## src/hw/rtl/clt_pkg.sv

```systemverilog
// Shared constants, codes and types for the community value list table.
package clt_pkg;

    // List geometry.
    localparam int CAPACITY = 255;
    localparam int CNT_W    = 8;
    localparam int VAL_W    = 32;

    // Operation codes carried in the mode field.
    localparam logic [2:0] MODE_ADD      = 3'd0;
    localparam logic [2:0] MODE_REMOVE   = 3'd1;
    localparam logic [2:0] MODE_CONTAINS = 3'd2;
    localparam logic [2:0] MODE_READ     = 3'd3;
    localparam logic [2:0] MODE_CLEAR    = 3'd4;

    // Status codes returned with every result.
    localparam logic [1:0] STATUS_OK    = 2'd0;
    localparam logic [1:0] STATUS_FULL  = 2'd1;
    localparam logic [1:0] STATUS_RANGE = 2'd2;

    // Controller states.
    typedef enum logic {
        ST_IDLE,
        ST_SCAN
    } state_t;

    // Per-cell control from the controller.
    typedef struct packed {
        logic shift;    // move one place toward the head this cycle
        logic at_tail;  // this cell is the last one of the live list
        logic wr;       // load the appended value
    } cell_ctrl_t;

    // One result beat.
    typedef struct packed {
        logic [VAL_W-1:0] entry_value;
        logic [CNT_W-1:0] count;
        logic             found;
        logic [1:0]       status;
    } result_t;

endpackage

```

## src/hw/rtl/clt_cell.sv

```systemverilog
// One storage cell of the list chain: holds one entry and shifts toward the head.
module clt_cell (
    input  logic                        clk,
    input  clt_pkg::cell_ctrl_t         ctrl,
    input  logic [clt_pkg::VAL_W-1:0]   nbr_data,
    input  logic [clt_pkg::VAL_W-1:0]   tail_data,
    input  logic [clt_pkg::VAL_W-1:0]   wr_data,
    output logic [clt_pkg::VAL_W-1:0]   data
);
    import clt_pkg::*;

    logic [VAL_W-1:0] data_reg;
    logic [VAL_W-1:0] data_next;

    // An append loads the new value; a shift takes the neighbor, or the
    // recirculated head when this cell closes the ring.
    always_comb
    begin
        data_next = data_reg;
        if (ctrl.wr)
        begin
            data_next = wr_data;
        end
        else if (ctrl.shift)
        begin
            data_next = ctrl.at_tail ? tail_data : nbr_data;
        end
    end

    always_ff @(posedge clk)
    begin
        data_reg <= data_next;
    end

    assign data = data_reg;

endmodule

```

## config.mk

```make
export PLATFORM = sky130hd
export DESIGN_NAME = clt_cell
export DESIGN_NICKNAME = d
export VERILOG_FILES = /design/src/hw/rtl/clt_pkg.sv /design/src/hw/rtl/clt_cell.sv
export SDC_FILE = /design/constraint.sdc
export NUM_CORES = 1
export LEC_CHECK = 0
export BUFFER_PORTS_ARGS = -buffer_cell sky130_fd_sc_hd__buf_2
export CORE_MARGIN = 4
export CORE_UTILIZATION = 42
export CTS_BUF_LIST = sky130_fd_sc_hd__clkbuf_8 sky130_fd_sc_hd__clkbuf_16
export CTS_CLUSTER_SIZE = 8
export DETAILED_ROUTE_END_ITERATION = 8
export PLACE_DENSITY = 0.82
export SYNTH_ARGS = -nofsm -noshare
export SYNTH_HDL_FRONTEND = slang
export SYNTH_SLANG_ARGS = --single-unit
```

## constraint.sdc

```tcl
create_clock -name clk -period 4.1 [get_ports clk]
set_clock_uncertainty 0.1 [all_clocks]
set_input_delay 1.025 -clock clk [delete_from_list [all_inputs] [get_ports clk]]
set_output_delay 1.025 -clock clk [all_outputs]
set_load 0.005 [all_outputs]
```

* After elaboration in Yosys (flattened, before gate mapping)
Index checks and enable logic that the tools add are counted.
** Storage, ports and cells
- Register bits after elaboration :: 32
- Output and inout bits :: 32
- Input bits :: 100
** Cells by class
- Multiplexer cells :: 3
- Reduce and logical (&&, ||, !) cells :: 1
** Operators with widths (number)
- 32-bit two-way mux :: 3
- 2-bit nonzero test :: 1

* Longest topological paths before layout
Gate-level depths: netlist of the first run.
- Word-level depth :: 3
- Mapped depth :: 4
- Mapped depth without buffers :: 2

* Worst setup path after synthesis of the first run
OpenSTA, ideal clock, no wires.
- Kind :: input port to flip-flop
- From :: input ctrl[0] in the netlist's numbering
- To :: register data_reg[0] (netlist: data[0]), enable pin
- Library setup time :: 0.375 ns
- Path buffers :: 1
- Data required time :: 3.625 ns
- Data arrival time :: 1.644 ns
- Stages on the path :: 2
- Setup slack :: 1.981 ns
- Path through :: buf_2 > or2_2
** Between the ends
- Longest elaborated chain between the ends :: 1
** RTL lines
- start: declaration :: line clt_cell.sv:4 : input clt_pkg::cell_ctrl_t ctrl,
- 2-bit nonzero test (no line)
- end signal: assignment :: line clt_cell.sv:32 : data_reg <= data_next;
- end: declaration :: line clt_cell.sv:12 : logic [VAL_W-1:0] data_reg;
Every way passes these cells.
A chain may end at the register's enable or synchronous reset.

* Worst setup path after layout of the first run
- From :: input ctrl[1] in the netlist's numbering
- To :: register data_reg[21] (netlist: data[21]) (data pin)
** Between the ends
- Longest elaborated chain between the ends :: 3
** RTL lines
- 32-bit two-way mux :: line clt_cell.sv:26 : data_next = ctrl.at_tail ? tail_data : nbr_data;
- 32-bit two-way mux :: line clt_cell.sv:24 : else if (ctrl.shift)
- 32-bit two-way mux :: line clt_cell.sv:20 : if (ctrl.wr)
- net data_next[21] :: line clt_cell.sv:13 : logic [VAL_W-1:0] data_next;
The timed path passes the listed nets, and every way through them passes these cells. The select of a mux whose other input is x is not followed.

==> summary.txt, run 1 <==
Flow run
  – Maximum capacitance violations: 0

Drt
  – Post-route DRC violation count: 0
  – Detailed Route WL: between 4000 and 5000 µm
  – Detailed-route wire length per cell: 13.10 µm
  – Pre-Repair DR Iteration Count: 4
  – DR vias/cell: between 4 and 5
  – Detailed Route Iter0 Violations: 55
  – Vias: between 1.5k and 2k
  – Post-detailed-route count of antenna-violating nets: 0

Synth
  – Distinct cell type count after synthesis: 10
  – Mapped Nets: 240
  – Number of synthesized register bits: 32
  – Cell area after synthesis: between 1500 and 2000 µm²
  – Mapped Cells: 140
  – Mean instance size in the synthesized netlist: ~12 µm²
  – Number of warnings issued by yosys: 0
  – Sequential-to-total area share from yosys stat: approximately 57%

Clocking
  – Sinks on Clock Net: 32
  – Number of buffers added by the clock tree synthesis step: 5
  – Htree depth: 2
  – Master cell of the clock root buffer: sky130_fd_sc_hd__clkbuf_8
  – TritonCTS clock tree: built
  – Hold-fix buffers, CTS: 0
  – Number of gates resized after CTS: 0
  – Clock slew seen by the registers of the worst setup and hold paths: roughly 0.06 ns
  – Deepest clock path buffer count: 2
  – Number of post-CTS setup repair buffers: 0

GRT
  – Total global routing overflow: 0
  – Wire length of the first global-routing pass: ~6400 µm
  – Largest net degree at the start of global routing: 65
  – Antenna violations before repair: 0
  – Vias in the first global route: ~1.5k
  – GRT Resource Usage Total: 16.53%

Cells and area
  – FF+latch area: around 960 µm²
  – Final cell area excluding filler cells: approximately 2400 µm²
  – Post-layout net count: approximately 370
  – Area growth from synthesis to layout: 41.59%
  – Area of combinational cells with multiple inputs: roughly 610 µm²
  – Number of antenna repair diodes: 0
  – Share of cells above drive strength 1: 51.87%
  – Fill cell total of the finished layout: around 320
  – Number of flip-flops in the largest register: 32

Placement
  – Final HPWL DP: 3214 µm
  – Final estimated routing congestion in global placement: about 0.70
  – Post-DP Area: 2291 µm²
  – Pre-CTS worst setup slack: between 1.5 and 2 ns
  – Buffers on Ports: approximately 130

Floorplan
  – Core footprint: roughly 3700 µm²
  – Starting density of the core: 44.69%
  – IO Pins: about 130
  – Total die area: about 5100 µm²
  – Chip Width: 71.11 µm
  – Die outline height: between 70 and 80 µm
  – Standard-cell rows: 22

Pwr
  – Leakage: about 1.2 nW
  – Worst voltage drop across the vdd grid: around 0.20 mV
  – Total power draw: approximately 0.8 mW
  – Power density over the cells: approximately 330 nW/µm²

Timing
  – Share of the clock period used by the worst path: 54.33%
  – Highest clock rate: roughly 450 MHz
  – Setup-failing EPs final: 0
  – Least-Margin Pin Slew: 0.9396 ns
  – Headroom to the max-slew limit: roughly 37%
  – Setup total negative slack: 0 ns
  – Final critical delay including setup and external delays: around 2.2 ns
  – Min setup slack post-route: between 1.5 and 2 ns
  – Hold violation total from the final report: 0
  – Setup repair after global routing missed its margin: no
  – Number of slew-limit violations in the final report: 0

Setup path
  – Setup Crit Path Kind: input pin to flip-flop
  – Crit end category: flip-flop
  – Data required, critical path: approximately 4.0 ns
  – Worst-path maximum fanout: 32
  – Critical Path AT: 2.13 ns
  – Critical path startpoint category: input pin

Worst hold path
  – Worst min-delay path class: input pin to flip-flop

Run status
  – Result of the run: finished, final reports clean
==> kinds of logic (layout without fill, tap and decap cells) <==
| kind of cell | Yosys count | after routing | share of synthesized area, % |
|---|---|---|---|
| AOI/OAI and AO/OA | 32 | 32 | 9.573 |
| and+or+nand+nor | 33 | 33 | 7.555 |
| buffers and inverters | 11 | 139 | 6.283 |
| DFF | 32 | 32 | 57.44 |
| muxes | 32 | 32 | 19.15 |
==> metal layers <==
| metal | wire length, µm | part of all wire (%) | global-route usage [%] |
|---|---|---|---|
| met5 | 0 | 0 | 0 |
| met4 | 25 | 0.60 | 6.889 |
| met3 | 578 | 14 | 8.381 |
| met2 | 2096 | 51 | 30.48 |
| met1 | 1440 | 35 | 15.12 |
==> stage by stage <==
step | hold slack (ns) | utilization, % | std cells
6_report | 0.9367 | 63.27 | 316
5_1_grt | 0.9306 | 63.27 | 316
4_1_cts | 0.9194 | 63.27 | 316
3_5_place_dp | 1.213 | 61.20 | 309
3_3_place_gp | 1.204 | 61.20 | 309
2_1_floorplan | 1.116 | - | 140
==> Yosys cell counts <==
master	instances	area, µm²
sky130_fd_sc_hd__o21ai_0	2	10.01
sky130_fd_sc_hd__buf_6	1	11.26
sky130_fd_sc_hd__nand2_1	32	120.1
sky130_fd_sc_hd__buf_12	3	60.06
sky130_fd_sc_hd__o21ai_1	30	150.1
sky130_fd_sc_hd__clkbuf_1	1	3.750
sky130_fd_sc_hd__edfxtp_1	32	960.9
sky130_fd_sc_hd__or2_2	1	6.260
sky130_fd_sc_hd__mux2i_1	32	320.3
sky130_fd_sc_hd__buf_2	6	30.03
==> final timing paths <==
kind | from | endpoint | slack, ns | cells past startpoint
min | wr_data[1] | data[1] | 0.94 | 3
max | ctrl[1] | data[21] | 1.87 | 3
==> power by group <==
group	switching, mW	internal [mW]	total [mW]
Clock	0.100	0.113	0.213
Sequential	0.00937	0.405	0.415
Combinational	0.0708	0.0828	0.154
==> worst max-delay path: stages <==
cell	delay (ns)
sky130_fd_sc_hd__buf_2	0.71
sky130_fd_sc_hd__mux2i_1	0.29
sky130_fd_sc_hd__o21ai_1	0.08
==> layout by cell type (no fill, tap or decap) <==
| cell type | synthesis | routed |
|---|---|---|
| sky130_fd_sc_hd__buf_2 | 6 | 131 |
| sky130_fd_sc_hd__clkbuf_8 | 0 | 5 |
| sky130_fd_sc_hd__buf_4 | 0 | 1 |
| sky130_fd_sc_hd__clkinv_2 | 0 | 1 |
| sky130_fd_sc_hd__inv_1 | 0 | 1 |
| sky130_fd_sc_hd__nand2_1 | 32 | 32 |
| sky130_fd_sc_hd__o21ai_0 | 2 | 2 |
| sky130_fd_sc_hd__or2_2 | 1 | 1 |
| sky130_fd_sc_hd__o21ai_1 | 30 | 30 |
| sky130_fd_sc_hd__edfxtp_1 | 32 | 32 |
| sky130_fd_sc_hd__mux2i_1 | 32 | 32 |
==> final cells by class <==
type                    count  share of cell area (%)
clock inverters             2                  0.3698
multi-input cells          97                   25.62
flip-flops and latches     32                   40.57
clock buffers               5                   2.905
well taps                  48                   2.536
repair buffers            132                   28.00
Power figures use the tool's default switching activity.
==> run 2, diff against run 1 <==
--- a/config.mk
+++ b/config.mk
@@ -7,11 +7,11 @@
 export LEC_CHECK = 0
 export BUFFER_PORTS_ARGS = -buffer_cell sky130_fd_sc_hd__buf_2
 export CORE_MARGIN = 4
-export CORE_UTILIZATION = 42
+export CORE_UTILIZATION = 35
 export CTS_BUF_LIST = sky130_fd_sc_hd__clkbuf_8 sky130_fd_sc_hd__clkbuf_16
 export CTS_CLUSTER_SIZE = 8
 export DETAILED_ROUTE_END_ITERATION = 8
-export PLACE_DENSITY = 0.82
+export PLACE_DENSITY = 0.72
 export SYNTH_ARGS = -nofsm -noshare
 export SYNTH_HDL_FRONTEND = slang
 export SYNTH_SLANG_ARGS = --single-unit
==> constraint.sdc (replaced) <==
create_clock -name clk -period 1.92 [get_ports clk]
set_clock_uncertainty 0.1 [all_clocks]
set_input_delay 0.48 -clock clk [delete_from_list [all_inputs] [get_ports clk]]
set_output_delay 0.48 -clock clk [all_outputs]
set_load 0.005 [all_outputs]
==> run 2 against run 1 <==
Critical path depth fell by 2. Largest power group unchanged. Flip-flop and latch count did not move. Via count rose by 0.20%. Critical path type is now flip-flop to output pin.
==> summary.txt, run 2 (synthesis results as in run 1) <==
GRT
  – Total global routing overflow: 0 (unchanged)
  – Antenna violations before repair: 0 (unchanged)
  – Wire length of the first global-routing pass: 6831 µm (+6.2%)
  – Largest net degree at the start of global routing: 65 (unchanged)
  – GRT Resource Usage Total: 14.64% (-1.9 points)
  – Vias in the first global route: 1,464 (-2.1%)

Clocking
  – Clock slew seen by the registers of the worst setup and hold paths: 0.07 ns (about the same)
  – Number of buffers added by the clock tree synthesis step: 5 (unchanged)
  – Hold-fix buffers, CTS: 0 (unchanged)
  – Number of gates resized after CTS: 0 (unchanged)
  – Master cell of the clock root buffer: sky130_fd_sc_hd__clkbuf_8
  – Htree depth: 2 (unchanged)
  – Deepest clock path buffer count: 2 (unchanged)
  – Sinks on Clock Net: 32 (unchanged)
  – Number of post-CTS setup repair buffers: 0 (unchanged)
  – TritonCTS clock tree: built

Setup path
  – Critical path startpoint category: flip-flop
  – Crit end category: output pin
  – Worst-path maximum fanout: 1 (-97%)
  – Setup Crit Path Kind: flip-flop to output pin
  – Startpoint of the worst setup timing path: data[29]
  – Slowest library cell on the worst path: sky130_fd_sc_hd__edfxtp_1
  – Top delay family on crit path: flip-flops
  – Crit path largest cell delay: 0.38 ns (-0.33 ns)
  – Cell-by-cell listing of the critical path: buf_2
  – Count of buffer and inverter cells on the critical path: 1 (unchanged)
  – Capturing element of the worst setup path: data[29]
  – Data required, critical path: 1.34 ns (-2.66 ns)
  – Crit path depth: 1 (-2)
  – Critical Path AT: 0.80 ns (-1.33 ns)

Timing
  – Hold violation total from the final report: 0 (unchanged)
  – Headroom to the max-slew limit: 50.80% (+13 points)
  – Setup repair after global routing missed its margin: no
  – Least-Margin Pin Slew: 0.7379 ns (-0.2017 ns)
  – Share of the clock period used by the worst path: 71.80%
  – Number of slew-limit violations in the final report: 0 (unchanged)
  – Setup total negative slack: 0 ns (unchanged)
  – Min setup slack post-route: 0.5414 ns (-1.331 ns)
  – Highest clock rate: between 700 and 800 MHz
  – Setup-failing EPs final: 0 (unchanged)
  – Final critical delay including setup and external delays: ~1.4 ns

Placement
  – Pre-CTS worst setup slack: 0.2466 ns (-1.324 ns)
  – Cell total after placement: 314 (+1.6%)
  – Post-DP Area: 2316 µm² (+1.1%)
  – Final HPWL DP: 3480 µm (+8.3%)
  – Buffers on Ports: 131 (unchanged)
  – Final estimated routing congestion in global placement: 0.7547 (+7.9%)

Cells and area
  – Area growth from synthesis to layout: 45.10%
  – Number of antenna repair diodes: 0 (unchanged)
  – Share of cells above drive strength 1: 52.59% (+0.73 points)
  – Post-layout net count: 369 (+0.27%)
  – Commonest cells after routing, fill and taps aside: sky130_fd_sc_hd__buf_2 (131), sky130_fd_sc_hd__mux2i_1 (32), sky130_fd_sc_hd__nand2_1 (32), sky130_fd_sc_hd__edfxtp_1 (32), sky130_fd_sc_hd__o21ai_1 (30)
  – Most common cell after layout, fill and taps aside: sky130_fd_sc_hd__buf_2
  – Final instance count without filler cells: 322 (+1.9%)
  – Number of flip-flops in the largest register: 32 (unchanged)
  – Final cell area excluding filler cells: 2427 µm² (+2.5%)

Drt
  – Vias: 1,504 (+0.20%)
  – Detailed Route Iter0 Violations: 96 (+75%)
  – Pre-Repair DR Iteration Count: 4 (unchanged)
  – DR vias/cell: 4.671 (-1.7%)
  – Post-route DRC violation count: 0 (unchanged)
  – Detailed-route wire length per cell: 14.08 µm (+7.5%)
  – Detailed Route WL: 4534 µm (+9.5%)
  – Post-detailed-route count of antenna-violating nets: 0 (unchanged)

Floorplan
  – IO Pins: 132 (unchanged)
  – Core footprint: 4474 µm² (+20%)
  – Standard-cell rows: 24 (+9.1%)
  – Die outline height: 77.14 µm (+8.5%)
  – Chip Width: 77.14 µm (+8.5%)
  – Starting density of the core: 37.39% (-7.3 points)
  – Total die area: 5950 µm² (+18%)

Pwr
  – Leakage: 1.222 nW (+1.5%)
  – Worst voltage drop across the vdd grid: 0.3483 mV (+77%)
  – Power density over the cells: 763.6 nW/µm² (+130%)

Flow run
  – Maximum capacitance violations: 0 (unchanged)

Worst hold path
  – Launch instance of the worst min-delay path: wr_data[31]
  – Worst min-delay path class: input pin to flip-flop

Run status
  – Result of the run: finished, final reports clean
==> run 2: cell types whose count changed in the layout (fill, tap and decap cells not counted) <==
cell,delta
sky130_fd_sc_hd__buf_12,+1
sky130_fd_sc_hd__bufinv_16,+1
sky130_fd_sc_hd__clkinvlp_4,+1
sky130_fd_sc_hd__inv_1,-1
==> run 2: through the flow <==
stage	hold slack (ns)	utilization [%]	power, mW
final	0.3806	54.25	1.853
after global routing	0.3829	54.25	1.953
after CTS	0.3697	54.25	1.879
after detailed placement	0.6661	51.76	1.240
after global placement	0.6605	51.76	1.229
after floorplan	0.5712	-	1.050
==> run 2: layout make-up <==
cell class                 instances  area (µm²)
sequential                        32       960.9
multi-input combinational         97       606.8
clock inverter                     3       42.54
timing repair buffer             133       683.2
tap                               52       65.06
clock buffer                       5       68.82
fill                             410        2047
==> run 2: worst min-delay path by stage <==
stage / endpoint / slack, ns / depth (start not counted)
finish: data[31] / 0.38 / 3
detailed placement: data[30] / 0.67 / 3
global placement: data[31] / 0.66 / 3
CTS: data[30] / 0.37 / 3
global route: data[23] / 0.38 / 3
floorplan: data[30] / 0.57 / 2
==> run 2: power by group <==
group	total [mW]	switching (mW)	internal, mW
clock network	0.636	0.252	0.384
registers	0.882	0.0172	0.865
logic	0.336	0.156	0.180
total	1.85	0.425	1.43
==> run 2: metal layers <==
metal	vias to the layer above	global-route usage, %	part of all wire (%)
met5	-	0	0
met4	0	6.940	2.2
met3	10	3.747	7.6
met2	63	27.20	55
met1	668	15.15	35
li1	763	-	-
==> run 3, diff against run 2 <==
==> constraint.sdc (replaced) <==
create_clock -name clk -period 1.2 [get_ports clk]
set_clock_uncertainty 0.1 [all_clocks]
set_input_delay 0.3 -clock clk [delete_from_list [all_inputs] [get_ports clk]]
set_output_delay 0.3 -clock clk [all_outputs]
set_load 0.005 [all_outputs]
==> run 3 against run 2 <==
Sequential share of layout area decreased by 0.42 points. First-iteration DRC count decreased by 53%. Routed wire length increased by 0.22%. Critical path depth unchanged. Largest cell class unchanged. Largest power group unchanged.
==> summary.txt, run 3 (synthesis results as in run 1) <==
Setup path
  – Critical Path AT: 0.79 ns (about the same)
  – Data required, critical path: 0.80 ns (-0.54 ns)
  – Crit end category: output pin
  – Count of buffer and inverter cells on the critical path: 1 (unchanged)
  – Top delay family on crit path: flip-flops
  – Worst-path maximum fanout: 1 (unchanged)
  – Critical path startpoint category: flip-flop
  – Crit path largest cell delay: 0.38 ns (about the same)
  – Setup Crit Path Kind: flip-flop to output pin
  – Cell-by-cell listing of the critical path: buf_2
  – Slowest library cell on the worst path: sky130_fd_sc_hd__edfxtp_1

GRT
  – Total global routing overflow: 0 (unchanged)
  – Largest net degree at the start of global routing: 34 (-48%)
  – Wire length of the first global-routing pass: 6831 µm (unchanged)
  – Antenna violations before repair: 0 (unchanged)
  – Vias in the first global route: 1,430 (-2.3%)
  – GRT Resource Usage Total: 14.58% (-0.063 points)

Clocking
  – Master cell of the clock root buffer: sky130_fd_sc_hd__clkbuf_8
  – Htree depth: 2 (unchanged)
  – Number of buffers added by the clock tree synthesis step: 5 (unchanged)
  – Number of post-CTS setup repair buffers: 0 (unchanged)
  – Hold-fix buffers, CTS: 0 (unchanged)
  – Clock slew seen by the registers of the worst setup and hold paths: 0.06 ns (about the same)
  – Sinks on Clock Net: 32 (unchanged)
  – TritonCTS clock tree: built
  – Number of gates resized after CTS: 0 (unchanged)
  – Deepest clock path buffer count: 2 (unchanged)

Timing
  – Highest clock rate: around 840 MHz
  – Setup-failing EPs final: 0 (unchanged)
  – Final critical delay including setup and external delays: roughly 1.2 ns
  – Headroom to the max-slew limit: 70.21% (+19 points)
  – Least-Margin Pin Slew: 0.4469 ns (-0.2911 ns)
  – Setup repair after global routing missed its margin: yes
  – Share of the clock period used by the worst path: between 90 and 100%
  – Hold violation total from the final report: 0 (unchanged)
  – Setup total negative slack: 0 ns (unchanged)
  – Number of slew-limit violations in the final report: 0 (unchanged)

Pwr
  – Internal Pwr Total: 2.076 mW (+45%)
  – Power density over the cells: 1107 nW/µm² (+45%)
  – Net Sw Frac: 23.54% (+0.61 points)
  – Total power draw: 2.715 mW (+46%)
  – Leakage: 1.245 nW (+1.9%)
  – Share of power burned in combinational logic: 20.6% (+2.5 points)
  – Reported net switching power: 0.6392 mW (+50%)
  – Worst voltage drop across the vdd grid: 0.6489 mV (+86%)
  – Flop pwr share: 52.0% (+4.4 points)
  – Clk pwr share: 27.4% (-6.9 points)

Cells and area
  – Number of antenna repair diodes: 0 (unchanged)
  – Post-layout net count: 373 (+1.1%)
  – Number of flip-flops in the largest register: 32 (unchanged)
  – Commonest cells after routing, fill and taps aside: sky130_fd_sc_hd__buf_2 (131), sky130_fd_sc_hd__mux2i_1 (32), sky130_fd_sc_hd__nand2_1 (32), sky130_fd_sc_hd__edfxtp_1 (32), sky130_fd_sc_hd__o21ai_1 (30)
  – Area growth from synthesis to layout: 46.67%
  – Most common cell after layout, fill and taps aside: sky130_fd_sc_hd__buf_2
  – Share of cells above drive strength 1: 52.19% (-0.40 points)

Floorplan
  – Standard-cell rows: 24 (unchanged)
  – IO Pins: 132 (unchanged)
  – Die outline height: 77.14 µm (unchanged)
  – Starting density of the core: 37.39% (unchanged)
  – Total die area: 5950 µm² (unchanged)
  – Core footprint: 4474 µm² (unchanged)
  – Chip Width: 77.14 µm (unchanged)

Drt
  – DR vias/cell: 4.613 (-1.2%)
  – Pre-Repair DR Iteration Count: 4 (unchanged)
  – Detailed Route Iter0 Violations: 45 (-53%)
  – Vias: 1,504 (unchanged)
  – Post-detailed-route count of antenna-violating nets: 0 (unchanged)
  – Detailed-route wire length per cell: 13.94 µm (-1.0%)
  – Post-route DRC violation count: 0 (unchanged)
  – Detailed Route WL: 4544 µm (+0.22%)

Worst hold path
  – Worst min-delay path class: input pin to flip-flop

Placement
  – Final estimated routing congestion in global placement: 0.7415 (-1.7%)
  – Buffers on Ports: 131 (unchanged)
  – Final HPWL DP: 3661 µm (+5.2%)

Run status
  – Result of the run: finished, final reports clean

Flow run
  – Maximum capacitance violations: 0 (unchanged)
run 3: metrics by stage:
stage / utilization [%] / worst slack (ns) / hold slack, ns / area (µm²) / instances
floorplan: - / 0.01660 / 0.3912 / 1678 / 140
global placement: 53.05 / -0.08416 / 0.4820 / 2374 / 318
detailed placement: 53.05 / -0.1204 / 0.4900 / 2374 / 318
CTS: 54.84 / -0.007924 / 0.2000 / 2454 / 326
global route: 54.84 / -0.02590 / 0.2083 / 2454 / 326
finish: 54.84 / 0.01229 / 0.2074 / 2454 / 326
run 3: tightest hold or removal path: cells and delay by family:
| family | cells | cell delay, ns |
|---|---|---|
| and+or+nand+nor | 1 | 0.04 |
| AOI/OAI and AO/OA | 1 | 0.06 |
| buffers and inverters | 1 | 0.07 |
run 3: path summary, 6_finish.rpt:
check                       start       end  slack [ns]  cells after the start
worst min-delay path  wr_data[18]  data[18]        0.21                      3
worst max-delay path      data[5]   data[5]        0.01                      1
run 3: area by class of cell:
class	count	area (µm²)
fillers	401	2021
flip-flops and latches	32	960.9
repair buffers	137	738.2
multi-input cells	97	609.3
clock buffers	5	68.82
well taps	52	65.06
clock inverters	3	11.26
run 3: power groups by stage:
stage	combinational, mW	sequential (mW)	clock, mW
final	0.560	1.41	0.744
after global routing	0.618	1.42	0.819
after CTS	0.574	1.41	0.767
after detailed placement	0.572	1.44	0
after global placement	0.556	1.43	0
after floorplan	0.222	1.46	0
run 3: metal layers:
layer	GRT usage, %	routed length (µm)	share of wire (%)
met1	16.22	1827	40
met2	26.08	2357	52
met3	4.333	285	6.3
met4	5.338	73	1.6
met5	0	0	0
